<file path="src/design/esc_pkg.sv">
// Shared types, register codes and saturation helper for the escape-time iteration counter.
package esc_pkg;

    localparam int COORD_W = 64;
    localparam int STEP_W  = 63;
    localparam int LIMIT_W = 16;
    localparam int INDEX_W = 9;
    localparam int WIDE_W  = 128;

    localparam int CFG_IDX_W = 3;
    typedef logic [CFG_IDX_W-1:0] t_cfg_idx;

    localparam t_cfg_idx CFG_ORIGIN_REAL     = 3'd0;
    localparam t_cfg_idx CFG_ORIGIN_IMAG     = 3'd1;
    localparam t_cfg_idx CFG_PIXEL_STEP      = 3'd2;
    localparam t_cfg_idx CFG_ITERATION_LIMIT = 3'd3;
    localparam t_cfg_idx CFG_ESCAPE_LIMIT    = 3'd4;

    localparam logic [LIMIT_W-1:0] LIMIT_RST = 16'd100;

    localparam int QUEUE_DEPTH = 2;
    localparam int QPTR_W      = $clog2(QUEUE_DEPTH);
    localparam int QCNT_W      = $clog2(QUEUE_DEPTH + 1);

    typedef struct packed {
        logic signed [COORD_W-1:0] origin_real;
        logic signed [COORD_W-1:0] origin_imag;
        logic        [STEP_W-1:0]  pixel_step;
        logic        [LIMIT_W-1:0] iteration_limit;
        logic        [STEP_W-1:0]  escape_limit;
    } t_cfg;

    typedef struct packed {
        logic signed [COORD_W-1:0] c_re;
        logic signed [COORD_W-1:0] c_im;
        logic        [INDEX_W-1:0] column;
        logic        [INDEX_W-1:0] row;
    } t_job;

    // Clamp a 128-bit two's complement value to the signed 64-bit range.
    function automatic logic signed [COORD_W-1:0] sat64(input logic signed [WIDE_W-1:0] v);
        logic signed [COORD_W-1:0] r;
        if (v[WIDE_W-1:COORD_W-1] == {(WIDE_W-COORD_W+1){v[WIDE_W-1]}}) begin
            r = v[COORD_W-1:0];
        end else if (v[WIDE_W-1]) begin
            r = {1'b1, {(COORD_W-1){1'b0}}};
        end else begin
            r = {1'b0, {(COORD_W-1){1'b1}}};
        end
        return r;
    endfunction

endpackage

</file>
<file path="src/design/esc_front.sv">
// Front end: accepts pixel requests and forms the complex coordinate c for each one.
module esc_front (
    input  logic                         i_clk,
    input  logic                         i_rst_n,
    input  esc_pkg::t_cfg                i_cfg,
    input  logic                         i_valid,
    output logic                         o_ready,
    input  logic [esc_pkg::INDEX_W-1:0]  i_column,
    input  logic [esc_pkg::INDEX_W-1:0]  i_row,
    output logic                         o_push,
    input  logic                         i_push_ready,
    output esc_pkg::t_job                o_job
);

    localparam int PROD_W = esc_pkg::INDEX_W + esc_pkg::STEP_W;

    logic                        r_vld;
    logic [esc_pkg::INDEX_W-1:0] r_col;
    logic [esc_pkg::INDEX_W-1:0] r_row;
    logic [PROD_W-1:0]           r_pre;
    logic [PROD_W-1:0]           r_pim;
    logic [PROD_W-1:0]           n_pre;
    logic [PROD_W-1:0]           n_pim;
    logic signed [esc_pkg::WIDE_W-1:0] w_sum_re;
    logic signed [esc_pkg::WIDE_W-1:0] w_sum_im;

    assign o_ready = !r_vld || i_push_ready;
    assign o_push  = r_vld;

    assign n_pre = PROD_W'(i_column) * PROD_W'(i_cfg.pixel_step);
    assign n_pim = PROD_W'(i_row) * PROD_W'(i_cfg.pixel_step);

    always_ff @(posedge i_clk) begin
        if (!i_rst_n) begin
            r_vld <= 1'b0;
        end else if (o_ready) begin
            r_vld <= i_valid;
        end
    end

    always_ff @(posedge i_clk) begin
        if (o_ready && i_valid) begin
            r_col <= i_column;
            r_row <= i_row;
            r_pre <= n_pre;
            r_pim <= n_pim;
        end
    end

    // The index product is never negative; the origin is sign-extended.
    assign w_sum_re = {{(esc_pkg::WIDE_W-esc_pkg::COORD_W){i_cfg.origin_real[esc_pkg::COORD_W-1]}},
                       i_cfg.origin_real}
                    + {{(esc_pkg::WIDE_W-PROD_W){1'b0}}, r_pre};
    assign w_sum_im = {{(esc_pkg::WIDE_W-esc_pkg::COORD_W){i_cfg.origin_imag[esc_pkg::COORD_W-1]}},
                       i_cfg.origin_imag}
                    + {{(esc_pkg::WIDE_W-PROD_W){1'b0}}, r_pim};

    assign o_job.c_re   = esc_pkg::sat64(w_sum_re);
    assign o_job.c_im   = esc_pkg::sat64(w_sum_im);
    assign o_job.column = r_col;
    assign o_job.row    = r_row;

endmodule

</file>
<file path="config.mk">
export PLATFORM = sky130hd
export DESIGN_NAME = esc_front
export DESIGN_NICKNAME = d
export VERILOG_FILES = /design/src/design/esc_pkg.sv /design/src/design/esc_front.sv
export SDC_FILE = /design/constraint.sdc
export NUM_CORES = 2
export LEC_CHECK = 0
export BUFFER_PORTS_ARGS = -buffer_cell sky130_fd_sc_hd__buf_2
export CORE_MARGIN = 2
export CORE_UTILIZATION = 64
export CTS_CLUSTER_DIAMETER = 200
export DETAILED_ROUTE_END_ITERATION = 10
export GPL_ROUTABILITY_DRIVEN = 0
export PLACE_DENSITY = 0.93
export SLEW_MARGIN = 20
export SYNTH_ARGS = -nofsm -noshare
export SYNTH_HDL_FRONTEND = slang
export SYNTH_SLANG_ARGS = --single-unit
</file>
<file path="constraint.sdc">
create_clock -name i_clk -period 8.1 [get_ports i_clk]
set_clock_uncertainty 0.2 [all_clocks]
set_input_delay 0.81 -clock i_clk [delete_from_list [all_inputs] [get_ports i_clk]]
set_output_delay 0.81 -clock i_clk [all_outputs]
set_load 0.005 [all_outputs]
</file>
==> metrics.txt <==
slowest library cell on the worst path=fa_1; flops & latches, synth=roughly 160; post-synth top area share=0.3420; H-Tree Depth=4; Adder-Cell Fraction of Synth Area=0.4242; synth unique cells=88; Placement Rows=102; Post-synth EDFFs=162; Final min period=7470 ps; root buffer cell=clkbuf_16; Hold Vio Cnt, Final=0; Leakage=0.02642 uW; vias in the first global route=44940; post-synthesis instance area=50230 um2; actual slew at the worst max-slew pin=960.2 ps; crit path kind=in -> reg; Post-synth top cells=983 x inv_1, 858 x fa_1, 738 x and2_1, 645 x nand2_1, 337 x a21oi_1; largest family of logic cells by synthesized area=adder cells; Synth area leader=fa_1; worst path required time=8120 ps; Congestion Overflow GR=0; cts bufs inserted=17; DRT Pass-1 Iters=7; I/O Buffers=360; placed insts=around 7000; cell area power density=409.0 nW/um2; Setup crit end kind=flop; ANT nets after route=0; first-pass GRT wire length=225900 um; final count of negative-setup-slack endpoints=0; dominant cells by area after synthesis=fa_1 34%, edfxtp_1 9.7%, and2_1 9.2%; Synth Area in Compound Gates=0.1390; RSZ-0062 raised after global routing=false; post-synthesis cell count=5930; total number of vias=44140; non-filler cells, final=approximately 7100; Initial Util=0.6473; Ys Warns=0; Area growth syn-to-layout=6.151%; design area=53310 um2; # Max-Cap Violations=0; cell repeated most along the worst path=fa_1; Tot GR Track Use=0.3478; die area=80740 um2; Die Height=between 200 and 300 um; routed length per placed instance=19.68 um; Hold Crit Class=reg -> reg; clk sinks=163; CP startpoint kind=input port; worst endpoint data arrival time=7490 ps; max incr delay on CP=540 ps; final hold slack=330.1 ps; ys flop type=edfxtp_1; DRC=0; CORE AREA=77590 um2; post-CTS sizing=0; Setup Buffers After CTS=0; Final Util=0.6871; register area share after synthesis=0.09725; Fmax=roughly 0.13 GHz; initial antenna violation count=23; Initial DRC Count=4738; outcome=finished clean; num ports=440; XOR/XNOR Fraction of Synth Area=0.04499; period utilization=0.9222; VDD IR max=0.0002957 V; crit-path cells=buf_2 -> and2_1 -> fa_1 -> fa_1 -> fa_1 -> inv_1 -> fa_1 -> inv_1 -> ha_1 -> a21oi_1 -> o221ai_1 -> a221o_1 -> or4_1 -> o22ai_2 -> or4_1 -> nand3_1 -> a221o_1 -> a31o_1 -> a221o_1 -> o21ai_2 -> a311oi_2; Syn Nets=7410; Final Max Tran Viols=0; CTS tree=yes; CP Max Fanout=33; setup TNS=0 ps; # nets final=7556; worst-skew pair later-pin latency=490 ps; DR vias/cell=6.184; ys async rst share=0; maximum clock insertion buffer count=2; Post-Synth Simple-Gate Area=0.1969; CTS Hold Bufs=0; Die X=284.1 um; layout cells sized above 1=0.08014; most numerous cell in the Yosys netlist=inv_1; drt total wl=140500 um; largest net degree at the start of global routing=75; Post-DP HPWL=110600 um; mux contribution to synthesized area=0.001221; Mean Syn Cell Area=8.470 um2; area of placed instances=52700 um2; relative slew slack=0.3598; clk slew on worst S/H paths=~70 ps
==> final timing paths <==
check        startpoint        end  slack (ps)  depth (start not counted)
max            i_row[3]  r_pim[71]         630                         21
min              o_push     o_push         330                          2
max reg2reg      o_push  r_pim[42]        5890                          3
min reg2reg      o_push     o_push         330                          2
==> worst max-delay path, delay by kind of cell <==
kind	cells	cell delay, ps
simple gates	4	1160
compound gates	9	2560
buf+inv	3	620
fa+ha+maj	5	2330
==> cells by family (layout without fill, tap and decap cells) <==
family / Yosys count / after routing
DFF: 163 / 163
adders and majority gates: 1188 / 1188
muxes: 6 / 6
other: 0 / 9
AOI/OAI and AO/OA: 1121 / 1121
and+or+nand+nor: 1910 / 1910
buffers and inverters: 1284 / 1443
xor gates and xnor gates: 258 / 258
==> where the power goes <==
group	leakage, uW	total, uW	switching, uW	internal (uW)
registers	0.00158	2170	179	1990
logic	0.0246	18800	11300	7430
clock network	0.000283	869	386	483
total	0.0264	21800	11900	9900
==> per-layer routing <==
metal / vias up / share of wire / global-route usage
met3: 570 / 0.12 / 0.08604
met4: 34 / 0.049 / 0.1600
met5: - / 0.0016 / 0
met2: 2762 / 0.48 / 0.5659
met1: 21480 / 0.36 / 0.4388
li1: 19290 / - / -
==> cell type report <==
| class | count | area [um2] |
|---|---|---|
| inverter | 984 | 3694 |
| clock inverter | 13 | 157.7 |
| tap | 1040 | 1301 |
| sequential | 163 | 4885 |
| multi-input combinational | 4483 | 40510 |
| antenna | 9 | 22.52 |
| clock buffer | 19 | 432.9 |
| timing repair buffer | 427 | 2317 |
| fill | 5785 | 24280 |
==> stage by stage <==
step / setup WS (ps) / power [uW]
final: 630.2 / 21810
after global routing: 421.6 / 23660
after CTS: 791.8 / 21380
after detailed placement: 299.3 / 20320
after global placement: 422.4 / 19670
after floorplan: 938.6 / 15570
==> cells in the final DEF (no fill, tap or decap), types with 10 or more instances in the layout <==
master     instances
a211o_1           11
a211oi_1          29
a21boi_0          11
a21o_1           147
a21oi_1          337
a221o_1           10
a221oi_1          15
a31oi_1           32
and2_1           737
and3_1            34
and4_1            14
buf_2            360
buf_4             66
clkbuf_16         17
edfxtp_1         162
fa_1             858
ha_1             330
inv_1            983
nand2_1          645
nand2b_1          37
nand3_1           61
nand4_1           72
nor2_1           173
nor2b_1           28
nor3_1            39
nor4_1            11
o211ai_1          23
o21a_1            28
o21ai_0          238
o21ai_1           74
o21bai_1          52
o31ai_1           18
or3_1             14
xnor2_1          164
xor2_1            94
==> state kept, by name, indices dropped and copies added, names as in the netlist <==
name and cells:
r_pre 72, r_col 9, r_pim 72, r_row 9
o_push 1
No activity file was read; power rests on OpenSTA's default activity.
