--- src/design/esc_pkg.sv ---
// Shared types, register codes and saturation helper for the escape-time iteration counter.
package esc_pkg;

    localparam int COORD_W = 64;
    localparam int STEP_W  = 63;
    localparam int LIMIT_W = 16;
    localparam int INDEX_W = 9;
    localparam int WIDE_W  = 128;

    localparam int CFG_IDX_W = 3;
    typedef logic [CFG_IDX_W-1:0] t_cfg_idx;

    localparam t_cfg_idx CFG_ORIGIN_REAL     = 3'd0;
    localparam t_cfg_idx CFG_ORIGIN_IMAG     = 3'd1;
    localparam t_cfg_idx CFG_PIXEL_STEP      = 3'd2;
    localparam t_cfg_idx CFG_ITERATION_LIMIT = 3'd3;
    localparam t_cfg_idx CFG_ESCAPE_LIMIT    = 3'd4;

    localparam logic [LIMIT_W-1:0] LIMIT_RST = 16'd100;

    localparam int QUEUE_DEPTH = 2;
    localparam int QPTR_W      = $clog2(QUEUE_DEPTH);
    localparam int QCNT_W      = $clog2(QUEUE_DEPTH + 1);

    typedef struct packed {
        logic signed [COORD_W-1:0] origin_real;
        logic signed [COORD_W-1:0] origin_imag;
        logic        [STEP_W-1:0]  pixel_step;
        logic        [LIMIT_W-1:0] iteration_limit;
        logic        [STEP_W-1:0]  escape_limit;
    } t_cfg;

    typedef struct packed {
        logic signed [COORD_W-1:0] c_re;
        logic signed [COORD_W-1:0] c_im;
        logic        [INDEX_W-1:0] column;
        logic        [INDEX_W-1:0] row;
    } t_job;

    // Clamp a 128-bit two's complement value to the signed 64-bit range.
    function automatic logic signed [COORD_W-1:0] sat64(input logic signed [WIDE_W-1:0] v);
        logic signed [COORD_W-1:0] r;
        if (v[WIDE_W-1:COORD_W-1] == {(WIDE_W-COORD_W+1){v[WIDE_W-1]}}) begin
            r = v[COORD_W-1:0];
        end else if (v[WIDE_W-1]) begin
            r = {1'b1, {(COORD_W-1){1'b0}}};
        end else begin
            r = {1'b0, {(COORD_W-1){1'b1}}};
        end
        return r;
    endfunction

endpackage

--- src/design/esc_fifo.sv ---
// Short request queue between the front end and the iteration engine.
module esc_fifo (
    input  logic          i_clk,
    input  logic          i_rst_n,
    input  logic          i_push,
    output logic          o_ready,
    input  esc_pkg::t_job i_job,
    output logic          o_valid,
    input  logic          i_pop,
    output esc_pkg::t_job o_job
);

    esc_pkg::t_job                r_mem [esc_pkg::QUEUE_DEPTH];
    logic [esc_pkg::QPTR_W-1:0]   r_wp;
    logic [esc_pkg::QPTR_W-1:0]   r_rp;
    logic [esc_pkg::QCNT_W-1:0]   r_cnt;
    logic                         w_push;
    logic                         w_pop;

    assign o_ready = (r_cnt != esc_pkg::QCNT_W'(esc_pkg::QUEUE_DEPTH));
    assign o_valid = (r_cnt != '0);
    assign w_push  = i_push && o_ready;
    assign w_pop   = i_pop && o_valid;
    assign o_job   = r_mem[r_rp];

    always_ff @(posedge i_clk) begin
        if (!i_rst_n) begin
            r_wp  <= '0;
            r_rp  <= '0;
            r_cnt <= '0;
        end else begin
            if (w_push) begin
                r_wp <= r_wp + esc_pkg::QPTR_W'(1);
            end
            if (w_pop) begin
                r_rp <= r_rp + esc_pkg::QPTR_W'(1);
            end
            r_cnt <= r_cnt + esc_pkg::QCNT_W'(w_push) - esc_pkg::QCNT_W'(w_pop);
        end
    end

    always_ff @(posedge i_clk) begin
        if (w_push) begin
            r_mem[r_wp] <= i_job;
        end
    end

endmodule

--- config.mk ---
export PLATFORM = sky130hd
export DESIGN_NAME = esc_fifo
export DESIGN_NICKNAME = d
export VERILOG_FILES = /design/src/design/esc_pkg.sv /design/src/design/esc_fifo.sv
export SDC_FILE = /design/constraint.sdc
export NUM_CORES = 1
export LEC_CHECK = 0
export ABC_CLOCK_PERIOD_IN_PS = 6100
export BUFFER_PORTS_ARGS = -buffer_cell sky130_fd_sc_hd__buf_2
export CORE_MARGIN = 5
export CORE_UTILIZATION = 26
export DETAILED_ROUTE_END_ITERATION = 6
export GPL_TIMING_DRIVEN = 0
export PLACE_DENSITY = 0.45
export SLEW_MARGIN = 10
export SYNTH_ARGS = -nofsm -noshare
export SYNTH_HDL_FRONTEND = slang
export SYNTH_SLANG_ARGS = --single-unit
export TNS_END_PERCENT = 20
--- constraint.sdc ---
create_clock -name i_clk -period 6.1 [get_ports i_clk]
set_input_delay 0.915 -clock i_clk [delete_from_list [all_inputs] [get_ports i_clk]]
set_output_delay 0.915 -clock i_clk [all_outputs]
set_load 0.005 [all_outputs]
==> flow_summary_export.csv, run 1 <==
group,metric,value,unit
setup_path,critPathLaunchType,"flip-flop",
floorplanning,initial_utilization,26.1,%
synth,synth-seq-area-share,81.5,%
floorplanning,coreArea,0.0417,sq mm
setup_path,reg2reg_slack,3.89,ns
pwr,switching_share,24.4,%
pwr,power.ir.vdd_worst,219,uV
pwr,design_power_total,5.51,mW
synth,ffs_latches_synth,297,
synth,post_synth_inst_count,483,
floorplanning,die_h,215,um
clock_network,number_of_post_cts_setup_repair_buffers,0,
synth,synth_warnings,0,
placement,numPortBuffers,297,
layout,fin_util,34.1,%
setup_path,cp_max_fo,10,
layout,fillerInstances,4120,
clock_network,cts-buffers-inserted,35,
clock_network,cts-hold-fix-buffers,0,
global_route,number_of_antenna_violations_at_the_first_check_in_global_routing,3,
sta,timing.final.max_slew_violations,0,
layout,signed_area_change_from_the_synthesized_netlist_to_the_final_layout,30.6,%
setup_path,critPathRequiredTime,5.18,ns
floorplanning,number_of_primary_i_o_pins,298,
drt,count_of_vias_placed_by_the_detailed_router,5633,
sta,finClkSkew,0.00876,ns
layout,nNetsFinal,972,
drt,vias_per_cell,4.07,
clock_network,ctsLongestPathBuffers,3,
setup_path,cp.arrival,1.83,ns
placement,placed_cells_incl_taps,1323,
layout,layout_common_cells,"buf_2, edfxtp_1, mux2_2",
drt,drt_pass1_iterations,4,
pwr,pwr-share-seq,45.8,%
placement,finalWeightedCongestion,0.679,
sta,max_slew_margin,62.6,%
layout,layout_commonest_cell,"buf_2",
pwr,comb_power_share,19.4,%
global_route,maximum_number_of_pins_on_one_net_before_global_route_repair,81,
floorplanning,design.die.area,0.0461,sq mm
clock_network,cts-htree-levels,2,
global_route,grt_pass1_wl,36.8,mm
drt,routed_wl,24.9,mm
synth,synth_area,0.0109,sq mm
layout,final_design_area_no_fill,0.0142,sq mm
clock_network,clock-sinks,297,
pwr,power.share.clock,34.8,%
clock_network,cts.repair.resized,0,
drt,detail_route.wl_per_cell,18.0,um
sta,setup_violations,0,
layout,layoutNonFillerInstCount,1384,
floorplanning,die_w,215,um
clock_network,worst_skew_pair.late_latency,0.53,ns
global_route,number_of_global_route_vias_before_repair,6089,
hold_path,hold_path.class,"in2reg",
synth,number_of_distinct_library_cells_after_synthesis,25,
job,max-cap-violations,0,
synth,synth.avg_cell_area,22.5,sq um
status,run_status,"completed",
clock_network,clockRootBuffer,"clkbuf_16",
pwr,power.switching,1.34,mW
sta,grt_setup_unrepaired,"false",
synth,net_count_synth,634,
sta,timing_hold_violations_final,0,
sta,setup_total_negative_slack,0,ns
sta,actual_slew_at_the_worst_max_slew_pin,0.561,ns
placement,placedInstanceArea,0.0132,sq mm
setup_path,crit_path_end_kind,"primary output",
pwr,cell_internal_pwr,4.17,mW
sta,fmax,0.364,GHz
floorplanning,std_cell_rows,75,
drt,post-route-drc-count,0,
sta,final.period_utilization,45.0,%
clock_network,clk_pin_slew_worst_paths,0.06,ns
sta,period_needed,2.75,ns
clock_network,tritoncts_clock_tree,"built",
drt,starting_drt_drc_count,197,
placement,detailedPlacementHpwl,16.6,mm
layout,drive_gt1_share,60.9,%
drt,ant_nets,0,
global_route,global_route.usage.total,10.5,%
setup_path,setup.worst_path.class,"reg2out",
pwr,static_power_due_to_leakage,5.22,nW
global_route,global_route.overflow_total,0,
pwr,power.density,388,mW/mm^2
worst max-delay path, stage by stage, from the launching register on:
cell      delay (ns)
dfxtp_1         0.35
buf_6           0.22
clkbuf_8        0.23
mux2_2          0.35
buf_2           0.14
cell families (layout without fill, tap and decap cells):
kind of cell | Yosys count | count (layout) | share of synthesized area [%]
flip-flops | 297 | 297 | 81.5
multiplexers | 147 | 147 | 15.2
buffers and inverters | 17 | 378 | 1.92
AND/OR/NAND/NOR | 13 | 13 | 0.678
AO/OA/AOI/OAI | 7 | 7 | 0.529
adder cells (fa/ha/maj) | 1 | 1 | 0.115
XOR/XNOR | 1 | 1 | 0.0805
other | 0 | 1 | 0
synthesized netlist by cell type, drive strengths merged:
master,count,area (sq um)
or2,1,6.26
xnor2,1,8.76
dfxtp,5,100
and2,3,18.8
nand2,1,3.75
nand2b,2,12.5
a21boi,1,11.3
edfxtp,292,8770
mux2i,1,10.0
a21bo,2,20.0
nor2b,1,6.26
o21ai,2,10.0
a211oi,1,7.51
nand3b,1,7.51
buf,6,67.6
inv,1,3.75
clkbuf,10,138
and3,1,6.26
mux2,146,1640
nand3,1,5.00
a32oi,1,8.76
nor2,2,7.51
ha,1,12.5
path summary, 6_finish.rpt:
kind / start / end / cells past startpoint
worst max-delay path: flip-flop / o_job[89] / 4
worst max register to register: r_cnt[0]$_SDFF_PN0_ / r_mem[0][87]$_DFFE_PP_ / 4
worst min register to register: r_rp$_SDFFE_PN0P_ / flip-flop / 2
worst min-delay path: i_job[141] / r_mem[1][141]$_DFFE_PP_ / 1
layout make-up:
class | count | area [sq um] | share of cell area (%)
Sequential cell | 297 | 8870 | 62.4
Multi-Input combinational cell | 169 | 1810 | 12.7
Timing Repair Buffer | 301 | 1590 | 11.2
Clock buffer | 45 | 956 | 6.73
Tap cell | 539 | 674 | 4.75
Buffer | 16 | 205 | 1.44
Clock inverter | 15 | 92.6 | 0.652
Inverter | 1 | 11.3 | 0.0792
Antenna cell | 1 | 2.50 | 0.0176
power by group through the flow:
stage                     logic, mW  clock network, mW  registers (mW)
after global routing           1.17               2.09            2.54
after CTS                      1.12               2.01            2.53
final                          1.07               1.92            2.52
after global placement         1.10                  0            2.62
after detailed placement       1.12                  0            2.57
after floorplan               0.601                  0            2.59
metrics by stage:
stage | worst slack [ns] | hold slack (ns)
after global placement | -1.64 | 0.541
after floorplan | 1.26 | 0.526
after global routing | 3.24 | 0.541
after detailed placement | 3.40 | 0.580
after CTS | 3.24 | 0.524
final | 3.35 | 0.574
registers in the layout (all words and copies together) (netlist names), named ones only:
register  cells
r_mem       292
r_cnt         2
r_wp          1
r_rp          1
routing by layer:
layer | up-vias | GRT usage, % | part of all wire (%)
met5 | - | 0 | 0.084
met4 | 4 | 4.57 | 3.2
met3 | 57 | 4.12 | 8.0
met2 | 194 | 17.2 | 49
met1 | 2770 | 12.2 | 40
li1 | 2608 | - | -
Power figures use the tool's default switching activity.
==> run 2, diff against run 1 <==
--- a/config.mk
+++ b/config.mk
@@ -5,7 +5,8 @@
 export SDC_FILE = /design/constraint.sdc
 export NUM_CORES = 1
 export LEC_CHECK = 0
-export ABC_CLOCK_PERIOD_IN_PS = 6100
+export ABC_AREA = 1
+export ABC_CLOCK_PERIOD_IN_PS = 2810
 export BUFFER_PORTS_ARGS = -buffer_cell sky130_fd_sc_hd__buf_2
 export CORE_MARGIN = 5
 export CORE_UTILIZATION = 26
==> constraint.sdc (replaced) <==
create_clock -name i_clk -period 2.81 [get_ports i_clk]
set_input_delay 0.4215 -clock i_clk [delete_from_list [all_inputs] [get_ports i_clk]]
set_output_delay 0.4215 -clock i_clk [all_outputs]
set_load 0.005 [all_outputs]
==> run 2 against run 1 <==
  * Synthesized area shrank 0.31%
  * Register-to-register slack got worse by 3.1 ns
  * Combinational power grew to 2.8 times the previous value
==> flow_summary_export.csv, run 2 <==
group,metric,value,unit
global_route,grt_pass1_wl,36.9,mm
pwr,design_power_total,12.9,mW
global_route,number_of_global_route_vias_before_repair,6074,
synth,synth.top_cells.by_count,"edfxtp_1, mux2_2, nand2_1",
sta,fmax,0.445,GHz
pwr,cell_internal_pwr,9.63,mW
clock_network,ctsLongestPathBuffers,3,
clock_network,number_of_post_cts_setup_repair_buffers,0,
placement,numPortBuffers,297,
pwr,static_power_due_to_leakage,5.34,nW
synth,synth.avg_cell_area,22.1,sq um
global_route,number_of_antenna_violations_at_the_first_check_in_global_routing,3,
synth,synth_warnings,0,
synth,synth_compound_area_share,0.0461,%
synth,post_synth_mux_area_share,15.2,%
sta,grt_setup_unrepaired,"false",
floorplanning,coreArea,0.0410,sq mm
pwr,power.density,889,mW/mm^2
clock_network,clock-sinks,297,
drt,ant_nets,0,
sta,period_needed,2.25,ns
floorplanning,die_w,214,um
hold_path,hold_path.class,"in2reg",
synth,synth.area.top_cells,"edfxtp_1, mux2_2, clkbuf_8",
drt,detail_route.wl_per_cell,17.7,um
synth,post_synth_inst_count,490,
pwr,pwr-share-seq,44.6,%
setup_path,crit_path_end_kind,"primary output",
placement,detailedPlacementHpwl,17.7,mm
setup_path,cp.arrival,1.83,ns
drt,routed_wl,24.6,mm
placement,finalWeightedCongestion,0.689,
clock_network,cts-hold-fix-buffers,0,
global_route,global_route.usage.total,10.4,%
layout,nNetsFinal,989,
synth,synth_area,0.0109,sq mm
sta,hold_ws,0.0884,ns
setup_path,critPathRequiredTime,2.39,ns
floorplanning,die_h,214,um
drt,drt_pass1_iterations,4,
synth,simple_gate_area_share_of_the_yosys_netlist,0.738,%
synth,synth-seq-area-share,81.7,%
synth,synth_top_family_by_area,"multiplexers",
clock_network,clk_pin_slew_worst_paths,0.06,ns
synth,synth.top_cell.area_share,80.8,%
sta,setup_violations,0,
floorplanning,design.die.area,0.0459,sq mm
synth,synth_edf_count,292,
layout,fillerInstances,4014,
global_route,global_route.overflow_total,0,
setup_path,setup.worst_path.class,"reg2out",
layout,drive_gt1_share,60.6,%
layout,seqCellArea,0.00887,sq mm
layout,registers.top_by_ff_count,"r_mem",
pwr,switching_share,25.0,%
setup_path,critPathLaunchType,"flip-flop",
clock_network,tritoncts_clock_tree,"built",
job,max-cap-violations,0,
setup_path,cp_max_fo,10,
clock_network,cts-htree-levels,2,
floorplanning,std_cell_rows,74,
synth,net_count_synth,641,
sta,actual_slew_at_the_worst_max_slew_pin,0.555,ns
synth,asyncSetResetFlopFracSynth,0,%
sta,timing.final.max_slew_violations,0,
layout,multi_input_area,0.00178,sq mm
pwr,power.share.clock,32.3,%
clock_network,cts.repair.resized,0,
layout,max_ffs_per_register,292,
synth,synth_ff_type,"edfxtp_1",
clock_network,cts-buffers-inserted,34,
synth,leading_cell_type_by_number_of_instances_after_synthesis,"edfxtp_1",
layout,layout_common_cells,"buf_2, edfxtp_1, mux2_2",
drt,post-route-drc-count,0,
synth,yosys.area.top_type,"edfxtp_1",
drt,count_of_vias_placed_by_the_detailed_router,5705,
synth,yosys.area_share.adder,0.115,%
drt,starting_drt_drc_count,214,
layout,signed_area_change_from_the_synthesized_netlist_to_the_final_layout,33.2,%
clock_network,clockRootBuffer,"clkbuf_16",
sta,final.period_utilization,80.0,%
pwr,power.switching,3.22,mW
synth,synth-xor-area-share,0.0807,%
layout,layout_commonest_cell,"buf_2",
sta,max_slew_margin,62.9,%
clock_network,worst_skew_pair.late_latency,0.52,ns
synth,number_of_distinct_library_cells_after_synthesis,12,
floorplanning,initial_utilization,26.5,%
drt,vias_per_cell,4.09,
floorplanning,number_of_primary_i_o_pins,298,
pwr,power.ir.vdd_worst,507,uV
global_route,maximum_number_of_pins_on_one_net_before_global_route_repair,26,
pwr,comb_power_share,23.1,%
sta,timing_hold_violations_final,0,
status,run_status,"completed",
sta,finClkSkew,0.0106,ns
synth,ffs_latches_synth,297,
layout,reg.largest.list,"r_mem: 292 flops, r_cnt: 2 flops",
## run 2: cell types whose count changed in the layout (fill, tap and decap cells not counted), sizes merged, moves of 2 or more
| cell | delta |
|---|---|
| buf | +11 |
| nand2 | +10 |
| clkbuf | +7 |
| nor2 | +7 |
| clkinv | -6 |
| inv | +6 |
| and2 | -3 |
| a21bo | -2 |
| nand2b | -2 |
| o21ai | -2 |
## run 2: power by group through the flow
stage,combinational (mW),clock [mW],sequential (mW)
floorplan,1.57,0,5.85
global placement,2.85,0,5.91
detailed placement,3.08,0,5.83
CTS,3.10,4.35,5.74
global route,3.25,4.53,5.78
finish,2.97,4.15,5.73
## run 2: final timing paths
kind | from | endpoint | slack (ns) | cells past startpoint
min | i_job[118] | r_mem[0][118]$_DFFE_PP_ | 0.09 | 1
max | flip-flop | o_job[92] | 0.56 | 4
max reg2reg | r_cnt[0]$_SDFF_PN0_ | r_mem[0][20]$_DFFE_PP_ | 0.81 | 7
min reg2reg | r_rp$_SDFFE_PN0P_ | r_rp$_SDFFE_PN0P_ | 0.50 | 2
## run 2: layer usage
layer | track usage [%] | vias to the layer above | share of wire [%]
met5 | 0 | - | 0.18
met2 | 17.6 | 181 | 49
li1 | - | 2639 | -
met4 | 4.23 | 6 | 2.9
met3 | 3.77 | 49 | 7.0
met1 | 12.2 | 2830 | 40
## run 2: through the flow
step	TNS, ns	cell area, sq um	std cells	setup slack (ns)	util [%]
floorplan	-85.46	10900	490	-0.307	-
global placement	-603.16	13000	1319	-2.08	31.8
detailed placement	0	13400	1334	0.649	32.7
CTS	0	14500	1395	0.469	35.2
global route	0	14500	1395	0.429	35.2
finish	0	14500	1396	0.561	35.2
## run 2: kinds of logic after synthesis
| group | Yosys count |
|---|---|
| multiplexers | 146 |
| AND/OR/NAND/NOR | 21 |
| XOR/XNOR | 1 |
| AO/OA/AOI/OAI | 1 |
| adder cells (fa/ha/maj) | 1 |
| buffers and inverters | 23 |
| flip-flops | 297 |
## run 2: cell type report
class	count	share of cell area [%]
antenna	1	0.0173
buffer	16	1.42
clock buffer	52	6.79
clock inverter	9	0.485
inverter	7	0.182
multi-input combinational	170	12.3
sequential	297	61.4
tap	532	4.60
timing repair buffer	312	12.8
## run 2: worst max-delay path: stages, from the launching register on
cell	delay, ns
dfxtp_1	0.35
buf_6	0.22
clkbuf_8	0.23
mux2_2	0.35
buf_2	0.15
